==> src/sv/ilsq_pkg.sv <==
// Shared types, constants and helpers for the integer least-squares search.
`default_nettype none
package ilsq_pkg;
  localparam int MaxDim = 8;
  localparam int MaxSteps = 100000;
  localparam logic [47:0] Mask48 = 48'hFFFF_FFFF_FFFF;

  typedef enum logic [1:0] {
    OP_FACTOR   = 2'd0,
    OP_VARIANCE = 2'd1,
    OP_ESTIMATE = 2'd2,
    OP_START    = 2'd3
  } op_t;

  localparam logic [1:0] REG_DIMENSION = 2'd0;
  localparam logic [1:0] REG_NODE_LIMIT = 2'd1;
  localparam logic [1:0] REG_INITIAL_BOUND = 2'd2;

  // request to the divider and its answer
  typedef struct packed {
    logic        go;
    logic [63:0] dividend;
    logic [31:0] divisor;
  } div_req_t;

  typedef struct packed {
    logic        done;
    logic [63:0] quotient;
  } div_rsp_t;

  // saturate a signed 64-bit value to signed 32 bits
  function automatic logic signed [31:0] sat32(input logic signed [63:0] v);
    logic signed [31:0] r;
    if (v > 64'sd2147483647) r = 32'sh7FFF_FFFF;
    else if (v < -64'sd2147483648) r = 32'sh8000_0000;
    else r = v[31:0];
    return r;
  endfunction
endpackage
`default_nettype wire

==> src/sv/ilsq_div.sv <==
// Radix-2 restoring divider, one quotient bit per cycle, 64 by 32 bits.
`default_nettype none
module ilsq_div (
  input  wire logic             clk,
  input  wire logic             rst,
  input  wire ilsq_pkg::div_req_t req,
  output ilsq_pkg::div_rsp_t    rsp
);
  logic        running;
  logic        done_r;
  logic [6:0]  count;
  logic [63:0] quo;
  logic [32:0] rem;
  logic [31:0] dvs;
  logic [32:0] shifted;
  logic [33:0] diff;

  always_comb begin
    shifted = {rem[31:0], quo[63]};
    diff = {1'b0, shifted} - {2'b0, dvs};
  end

  always_ff @(posedge clk) begin
    done_r <= 1'b0;
    if (rst) begin
      running <= 1'b0;
      count <= '0;
    end else if (req.go) begin
      running <= 1'b1;
      count <= 7'd64;
      quo <= req.dividend;
      rem <= '0;
      dvs <= req.divisor;
    end else if (running) begin
      if (!diff[33]) begin
        rem <= diff[32:0];
        quo <= {quo[62:0], 1'b1};
      end else begin
        rem <= shifted;
        quo <= {quo[62:0], 1'b0};
      end
      count <= count - 7'd1;
      if (count == 7'd1) begin
        running <= 1'b0;
        done_r <= 1'b1;
      end
    end
  end
  assign rsp = {done_r, quo};
endmodule
`default_nettype wire

==> config.mk <==
export PLATFORM = sky130hd
export DESIGN_NAME = ilsq_div
export DESIGN_NICKNAME = d
export VERILOG_FILES = /design/src/sv/ilsq_pkg.sv /design/src/sv/ilsq_div.sv
export SDC_FILE = /design/constraint.sdc
export NUM_CORES = 1
export LEC_CHECK = 0
export BUFFER_PORTS_ARGS = -buffer_cell sky130_fd_sc_hd__buf_2
export CORE_ASPECT_RATIO = 0.9
export CORE_MARGIN = 3
export CORE_UTILIZATION = 40
export CTS_CLUSTER_SIZE = 10
export DETAILED_ROUTE_END_ITERATION = 10
export REMOVE_ABC_BUFFERS = 1
export SLEW_MARGIN = 20
export SYNTH_ARGS = -nofsm -noshare
export SYNTH_HDL_FRONTEND = slang
export SYNTH_SLANG_ARGS = --single-unit
==> constraint.sdc <==
create_clock -name clk -period 13.9 [get_ports clk]
set_input_delay 0.695 -clock clk [delete_from_list [all_inputs] [get_ports clk]]
set_output_delay 0.695 -clock clk [all_outputs]
set_load 0.02 [all_outputs]
# Word level (Yosys, flattened, before mapping)
# Cells that the tools add are included.
[totals]
reg_bits = 137
latch_bits = 0
mem_bits_rw = 0
mem_bits_ro = 0
input_bits = 99
output_inout_bits = 65
n_memories = 0
[op_classes]
addsub = 2
n_mul = 0
div_mod_pow = 0
magnitude_cmp = 0
eq_ne = 1
shifts = 0
mux = 11
bitwise = 2
n_reduce_logical = 5
[ops]
columns = ["cell", "n"]
rows = [
  ["64-bit two-way mux", 2],
  ["32-bit two-way mux", 2],
  ["33-bit by 32-bit subtractor with 34-bit output", 1],
  ["7-bit two-way mux", 2],
  ["7-bit by 1-bit == test with 1-bit output (second input constant)", 1],
  ["7-bit by 1-bit subtractor with 7-bit output (second input constant)", 1],
  ["1-bit two-way mux", 5],
  ["2-bit AND reduction", 2],
  ["3-bit OR reduction", 1],
  ["1-bit NOT", 2],
  ["2-bit nonzero test", 1],
  ["2-bit OR reduction", 1],
]

# Depth between registers and ports, before layout
# Gate-level depths: netlist (run 1).
[depth]
depth_word = 4
ltp_mapped = 14
mapped_depth_nobuf = 13

# Least setup slack after synthesis (run 1)
# Ideal clock, no wire load.
[synth_timing]
path_kind = "input -> register"
startpoint = "input req[96] (netlist bit)"
endpoint = "register quo[0] (enable)"
setup_ns = 0.551
arrival_ns = 5.642
required_time_ns = 13.349
path_slack_ns = 7.707
stages = 5
path_cell_list = "clkbuf_1 > clkbuf_1 > buf_1 > nor2_1 > nor2_1"
[synth_between]
elab_chain_len = 2
[synth_rtl]
columns = ["element", "line", "text"]
rows = [
  ["start, declared", "ilsq_div.sv:6", "input wire ilsq_pkg::div_req_t req,"],
  ["2-bit nonzero test (no line)", "-", ""],
  ["2-bit AND reduction (no line)", "-", ""],
  ["end signal, assigned", "ilsq_div.sv:31", "quo <= req.dividend;"],
  ["end signal, assigned", "ilsq_div.sv:37", "quo <= {quo[62:0], 1'b1};"],
  ["end signal, assigned", "ilsq_div.sv:40", "quo <= {quo[62:0], 1'b0};"],
  ["end, declared", "ilsq_div.sv:12", "logic [63:0] quo;"],
]
# No other way between the ends.
# A chain may end at the register's enable or synchronous reset.

# Final worst setup path (run 1)
[layout_timing]
startpoint = "register rem[0]"
endpoint = "register rem[12], data pin"
[layout_between]
elab_chain_len = 3
[layout_rtl]
columns = ["element", "line", "text"]
rows = [
  ["start, declared", "ilsq_div.sv:13", "logic [32:0] rem;"],
  ["start signal, assigned", "ilsq_div.sv:36", "rem <= diff[32:0];"],
  ["start signal, assigned", "ilsq_div.sv:39", "rem <= shifted;"],
  ["33-bit by 32-bit subtractor with 34-bit output", "ilsq_div.sv:20", "diff = {1'b0, shifted} - {2'b0, dvs};"],
  ["32-bit two-way mux", "ilsq_div.sv:35", "if (!diff[33]) begin"],
  ["32-bit two-way mux", "ilsq_div.sv:34", "end else if (running) begin"],
]
# No other way between the ends. The select of a mux whose other input is x is not followed.

==> impl_metrics.ini, run 1 <==
[worst_hold_path]
hold_path_depth = 1
worstHoldEndpoint = dvs[27]
holdCritStartpoint = req[27]
hp-class = in -> reg

[drt]
drtAntennaViolNets = 0
vias_per_cell = 5.09
dr.pass1.iters = 4
drc_errors = 0
first_iter_violations = 330
wl_per_cell_um = 16.5
vias = 5038
routed_wl_um = 16400

[synth]
synthFlopType = edfxtp_1
synth-edff-count = 128
seq_area_frac_synth_pct = 55.5
yosysMostFrequentCell = edfxtp_1
synth_top_area_cell = edfxtp_1
avgSynthCellArea_um2 = 12.7
ys_ff_latch = 137
yosys-top-cells-area = edfxtp_1, mux2_2, ha_1
syn_inst = 572
synth.distinct_cells = 59
ys_top_cells_by_count = edfxtp_1, mux2_2, nor2_1, inv_1, ha_1
synth_top_area_share_pct = 53.0
netlist_area_mm2 = 0.00725
ys_async_sr_fraction_pct = 0
yosysWarnings = 0

[worst_setup_path]
cp_max_fo = 26
critical_path_buf_inv_count = 1
path_class = reg -> reg
cpMaxStageDelayCell = o211ai_4
r2r_cells = 11
cpPeakStageDelay_ns = 0.52
regToRegEndpoint = rem[12]
cp-end-kind = flip-flop
reg2reg_from = rem[0]
startpoint_type = flip-flop
critPathRequiredTime_ns = 14.05
crit_chain = ha_1 -> nor2b_1 -> o2111ai_1 -> a21bo_2 -> a21o_1 -> a311oi_2 -> a21boi_2 -> o211ai_4 -> buf_4 -> mux2i_1 -> nor2_1
worstPathArrival_ns = 3.88
ff2ff_setup_slack_ns = 10.16
crit_family = compound AO/OA/AOI/OAI gates

[pwr]
leakage_nw = 3.74
vdd_drop_max_mv = 0.0775
pwr_density_cell_mw_per_mm2 = 137

[cts]
h-tree-depth = 4
cts.clk_slew.worst_paths_ns = 0.06
cts-root-buf = clkbuf_16
hold_buffers = 0
cts_buffers = 17
cts.sinks = 137
cts-resized-gates = 0
cts_setup_buffers = 0
clk_path_buf_depth = 2
cts_tree = yes
clk_latency_ns = 0.42

[floorplanning]
rows = 46
ioPinCount = 164
die-area_mm2 = 0.0198
start_util_pct = 40.9
core_area_mm2 = 0.0177
die_w_um = 148
die_y_um = 134

[global_route]
grt_pass1_wl_um = 26800
antenna_found_initial = 3
grt_max_degree = 70
gr-total-overflow = 0
grt_pass1_vias = 5223
grt.total_usage_pct = 17.0

[finish]
areaGrowthSynthToFinish_pct = 22.5
regArea_mm2 = 0.00402
final_util_pct = 50.1
multi_input_comb_area_mm2 = 0.00297
fin_area_mm2 = 0.00888
drive_gt1_share_pct = 37.1
fin_nets = 871
fillers = 1672

[sta]
maxSlewHeadroom_pct = 38.1
max_freq_mhz = 268
finalCritPeriodShare_pct = 26.9
hold_viol = 0
setup_viol = 0
rsz0062_at_grt = no
tightest_slew_ns = 0.929
skew_ns = 0.00937
finalSetupTns_ns = 0
finalMaxSlewViolations = 0
fin_crit_ns = 3.74

[placed_design]
dpl-instance-area_mm2 = 0.00831
port_buffers = 163
gp_routability_congestion = 0.879
hpwl_um = 11700

[outcome]
outcome = complete, no violations

[flow_run]
cap_violations = 0
==> state kept, by name, indices dropped and copies added (netlist names) <==
register and count:
count 7, done_r 1, dvs 32, quo 64
rem 32, running 1
==> where the power goes <==
part,internal (mW),switching [mW]
combinational,0.112,0.146
sequential,0.494,0.0162
clock,0.265,0.181
==> stage by stage <==
stage          power, mW  std cells  setup slack [ns]  hold WS (ns)
6_report            1.21        990             10.16         0.454
3_5_place_dp       0.776        958             10.18         0.487
2_1_floorplan      0.705        551              8.61         0.469
5_1_grt             1.27        989              9.97         0.426
3_3_place_gp       0.770        958             10.26         0.481
4_1_cts             1.23        989             10.15         0.429
==> logic make-up after synthesis <==
logic type	Yosys count	synth area share, %
DFF	137	55.5
and+or+nand+nor	113	7.14
xor gates and xnor gates	33	3.99
AOI/OAI and AO/OA	101	10.1
muxes	89	13.4
buffers and inverters	64	3.74
adders and majority gates	35	6.14
==> cell type report <==
| cell class | instances | share of cell area (%) |
|---|---|---|
| Timing Repair Buffer | 167 | 9.55 |
| Tap cell | 240 | 3.38 |
| Clock buffer | 18 | 4.83 |
| Inverter | 43 | 1.82 |
| Multi-Input combinational cell | 371 | 33.5 |
| Clock inverter | 13 | 1.62 |
| Antenna cell | 1 | 0.0282 |
| Sequential cell | 137 | 45.3 |
==> cells in the final DEF (no fill, tap or decap), types with 2 or more instances in the layout <==
cell type | Yosys | final
or2_2 | 2 | 2
a211oi_2 | 6 | 6
inv_1 | 43 | 43
a21oi_1 | 28 | 28
o221ai_1 | 2 | 2
and3_1 | 2 | 2
o21ai_0 | 10 | 10
o2111ai_1 | 3 | 3
nand2b_1 | 4 | 4
xnor2_1 | 21 | 21
a211oi_1 | 4 | 4
a2111oi_0 | 2 | 2
inv_6 | 0 | 4
buf_2 | 1 | 162
o22ai_1 | 4 | 4
nor3_1 | 4 | 4
o21ai_1 | 3 | 3
mux2i_1 | 25 | 25
o21a_1 | 5 | 5
edfxtp_1 | 128 | 128
a221oi_1 | 2 | 2
nor2b_1 | 2 | 2
o21bai_1 | 2 | 2
mux2_2 | 64 | 64
nand2_1 | 21 | 21
ha_1 | 34 | 34
clkinv_4 | 0 | 3
clkinv_2 | 0 | 3
clkbuf_16 | 0 | 17
xor2_1 | 12 | 12
a21o_1 | 14 | 14
dfxtp_1 | 9 | 9
nor2_1 | 56 | 54
nand4_1 | 6 | 6
and2_1 | 2 | 2
nand3b_1 | 3 | 3
buf_4 | 2 | 5
bufinv_16 | 0 | 2
nand3_1 | 5 | 5
o211ai_1 | 2 | 2
==> per-layer routing <==
| metal | vias to the layer above | GRT usage [%] | part of all wire (%) |
|---|---|---|---|
| met2 | 165 | 26.6 | 46 |
| met1 | 2387 | 21.8 | 43 |
| met5 | - | 0 | 0.25 |
| li1 | 2458 | - | - |
| met4 | 6 | 4.16 | 1.3 |
| met3 | 22 | 7.59 | 9.4 |
==> how the worst max path moves through the flow <==
stage,start,endpoint,cells after the start
2_1_floorplan,req[96],quo[0],2
3_5_place_dp,rem[0],rem[1],11
5_1_grt,rem[0],rem[1],11
4_1_cts,rem[0],rem[1],11
6_report,rem[0],rem[12],11
3_3_place_gp,quo[63],rem[28],13
Note: power is estimated with default switching activity, not from simulation.
==> inputs of run 2 (changes only) <==
==> constraint.sdc (replaced) <==
create_clock -name clk -period 3.1 [get_ports clk]
set_input_delay 0.155 -clock clk [delete_from_list [all_inputs] [get_ports clk]]
set_output_delay 0.155 -clock clk [all_outputs]
set_load 0.02 [all_outputs]
==> run 2 against run 1 <==
Against the previous run:
- the run now ends with setup timing left
- non-clock buffer count grew 69
- total power grew to 4.8 times the previous value
- global-route usage grew 0.53 points
- clock power grew to 4.7 times the previous value
- count of clock-buffer cells in the layout shrank 1
- first-iteration DRC count shrank 28%
- hold slack lost 0.43 ns
- clock skew is essentially flat
- wire length grew 6.6%
- largest cell class unchanged
==> impl_metrics.ini, run 2 (synthesis gave the netlist of run 1 again) <==
[sta]
finalCritPeriodShare_pct = 102
finalMaxSlewViolations = 0
rsz0062_at_grt = yes
skew_ns = 0.00935
setup_viol = 5
finalHoldWorstSlack_ns = 0.0215
tightest_slew_ns = 0.916
setup_slack_ns = -0.0534
maxSlewHeadroom_pct = 38.9
max_freq_mhz = 317
hold_viol = 0
finalSetupTns_ns = -0.0921
fin_crit_ns = 3.15

[finish]
final_cells = 1059
num_antenna_cells = 0
largest_register_ffs = 64
areaGrowthSynthToFinish_pct = 34.5
final_cell_mix = buf_2, edfxtp_1, mux2_2
drive_gt1_share_pct = 41.3
reg_top3 = quo x64, dvs x32, rem x32
fin_area_mm2 = 0.00975
final_util_pct = 55.0
fin_nets = 940
final_common_cell = buf_2
largest_register = quo

[drt]
routed_wl_um = 17500
drtAntennaViolNets = 0
first_iter_violations = 237
dr.pass1.iters = 5
drc_errors = 0
wl_per_cell_um = 16.5
vias = 5318
vias_per_cell = 5.02

[pwr]
vdd_drop_max_mv = 0.358
pwr_density_cell_mw_per_mm2 = 593
total_power_mw = 5.78
leakage_nw = 4.09

[placed_design]
hpwl_um = 11800
dpl.cell_count = 977
dpl-instance-area_mm2 = 0.00848
port_buffers = 163
pre_cts_slack_ns = -0.180
gp_routability_congestion = 0.878

[worst_setup_path]
cpMaxStageDelayCell = edfxtp_1
path_class = reg -> reg
startpoint_type = flip-flop
crit_chain = inv_2 -> ha_4 -> inv_2 -> fa_2 -> a21o_1 -> a221oi_4 -> o21ai_2 -> a41oi_2 -> buf_4 -> o31ai_4 -> a211oi_2 -> mux2i_1 -> o21ai_1 -> a21oi_1
cpPeakStageDelay_ns = 0.40
cp_max_fo = 3
critPathRequiredTime_ns = 3.27
cp_common_cell = inv_2
critical_path_buf_inv_count = 3
crit_family = compound AO/OA/AOI/OAI gates
cp-end-kind = flip-flop
worstPathArrival_ns = 3.32

[global_route]
grt_pass1_vias = 5569
antenna_found_initial = 1
grt_max_degree = 74
grt_pass1_wl_um = 27800
gr-total-overflow = 0
grt.total_usage_pct = 17.6

[cts]
cts_buffers = 17
cts.sinks = 137
clk_latency_ns = 0.43
clk_path_buf_depth = 2
h-tree-depth = 4
cts-root-buf = clkbuf_16
cts.clk_slew.worst_paths_ns = 0.07
cts_tree = yes

[floorplanning]
die_w_um = 148
ioPinCount = 164
rows = 46
die_y_um = 134
start_util_pct = 40.9
die-area_mm2 = 0.0198
core_area_mm2 = 0.0177

[outcome]
violations = setup timing
outcome = complete, but fails checks

[worst_hold_path]
hp-class = in -> reg

[flow_run]
cap_violations = 0
==> run 2: final timing paths <==
path | start | to | slack, ns | cells past startpoint
setup / recovery | quo[63] | rem[30] | -0.05 | 14
hold / removal | req[84] | quo[52] | 0.02 | 2
setup reg to reg | quo[63] | rem[30] | -0.05 | 14
hold reg to reg | count[1] | count[1] | 0.51 | 2
==> run 2: per-layer routing <==
layer  global-route usage [%]  vias to the layer above  share of wire (%)
li1                         -                     2592                  -
met1                     22.3                     2524                 44
met2                     27.9                      182                 47
met3                     7.21                       18                8.1
met4                     4.87                        2                1.1
met5                        0                        -              0.074
==> run 2: cell type report <==
| class | count | area (um2) |
|---|---|---|
| flip-flops and latches | 137 | 4020 |
| well taps | 240 | 300 |
| repair buffers | 236 | 1520 |
| fillers | 1579 | 7980 |
| multi-input cells | 371 | 3150 |
| inverters | 43 | 161 |
| clock inverters | 15 | 173 |
| clock buffers | 17 | 425 |
==> run 2: worst reg2reg max path: stages (launching register included) <==
cell and delay [ns]:
edfxtp_1 0.40, inv_2 0.08, ha_4 0.13, inv_2 0.04, fa_2 0.40, a21o_1 0.23, a221oi_4 0.28, o21ai_2 0.12
a41oi_2 0.27, buf_4 0.19, o31ai_4 0.06, a211oi_2 0.31, mux2i_1 0.12, o21ai_1 0.16, a21oi_1 0.09
==> run 2: repair_timing <==
action,CTS,global route
endpoints found under the setup margin,27,33
resized for setup,5,29
endpoints found under the hold margin,33,0
hold buffers,33,0
cloned,1,1
buffers inserted,5,10
pin swaps,6,27
==> run 2: power by group <==
part           internal (mW)  total [mW]  switching, mW
logic                  0.678        1.41          0.734
registers               2.21        2.29         0.0768
clock network           1.16        2.08          0.923
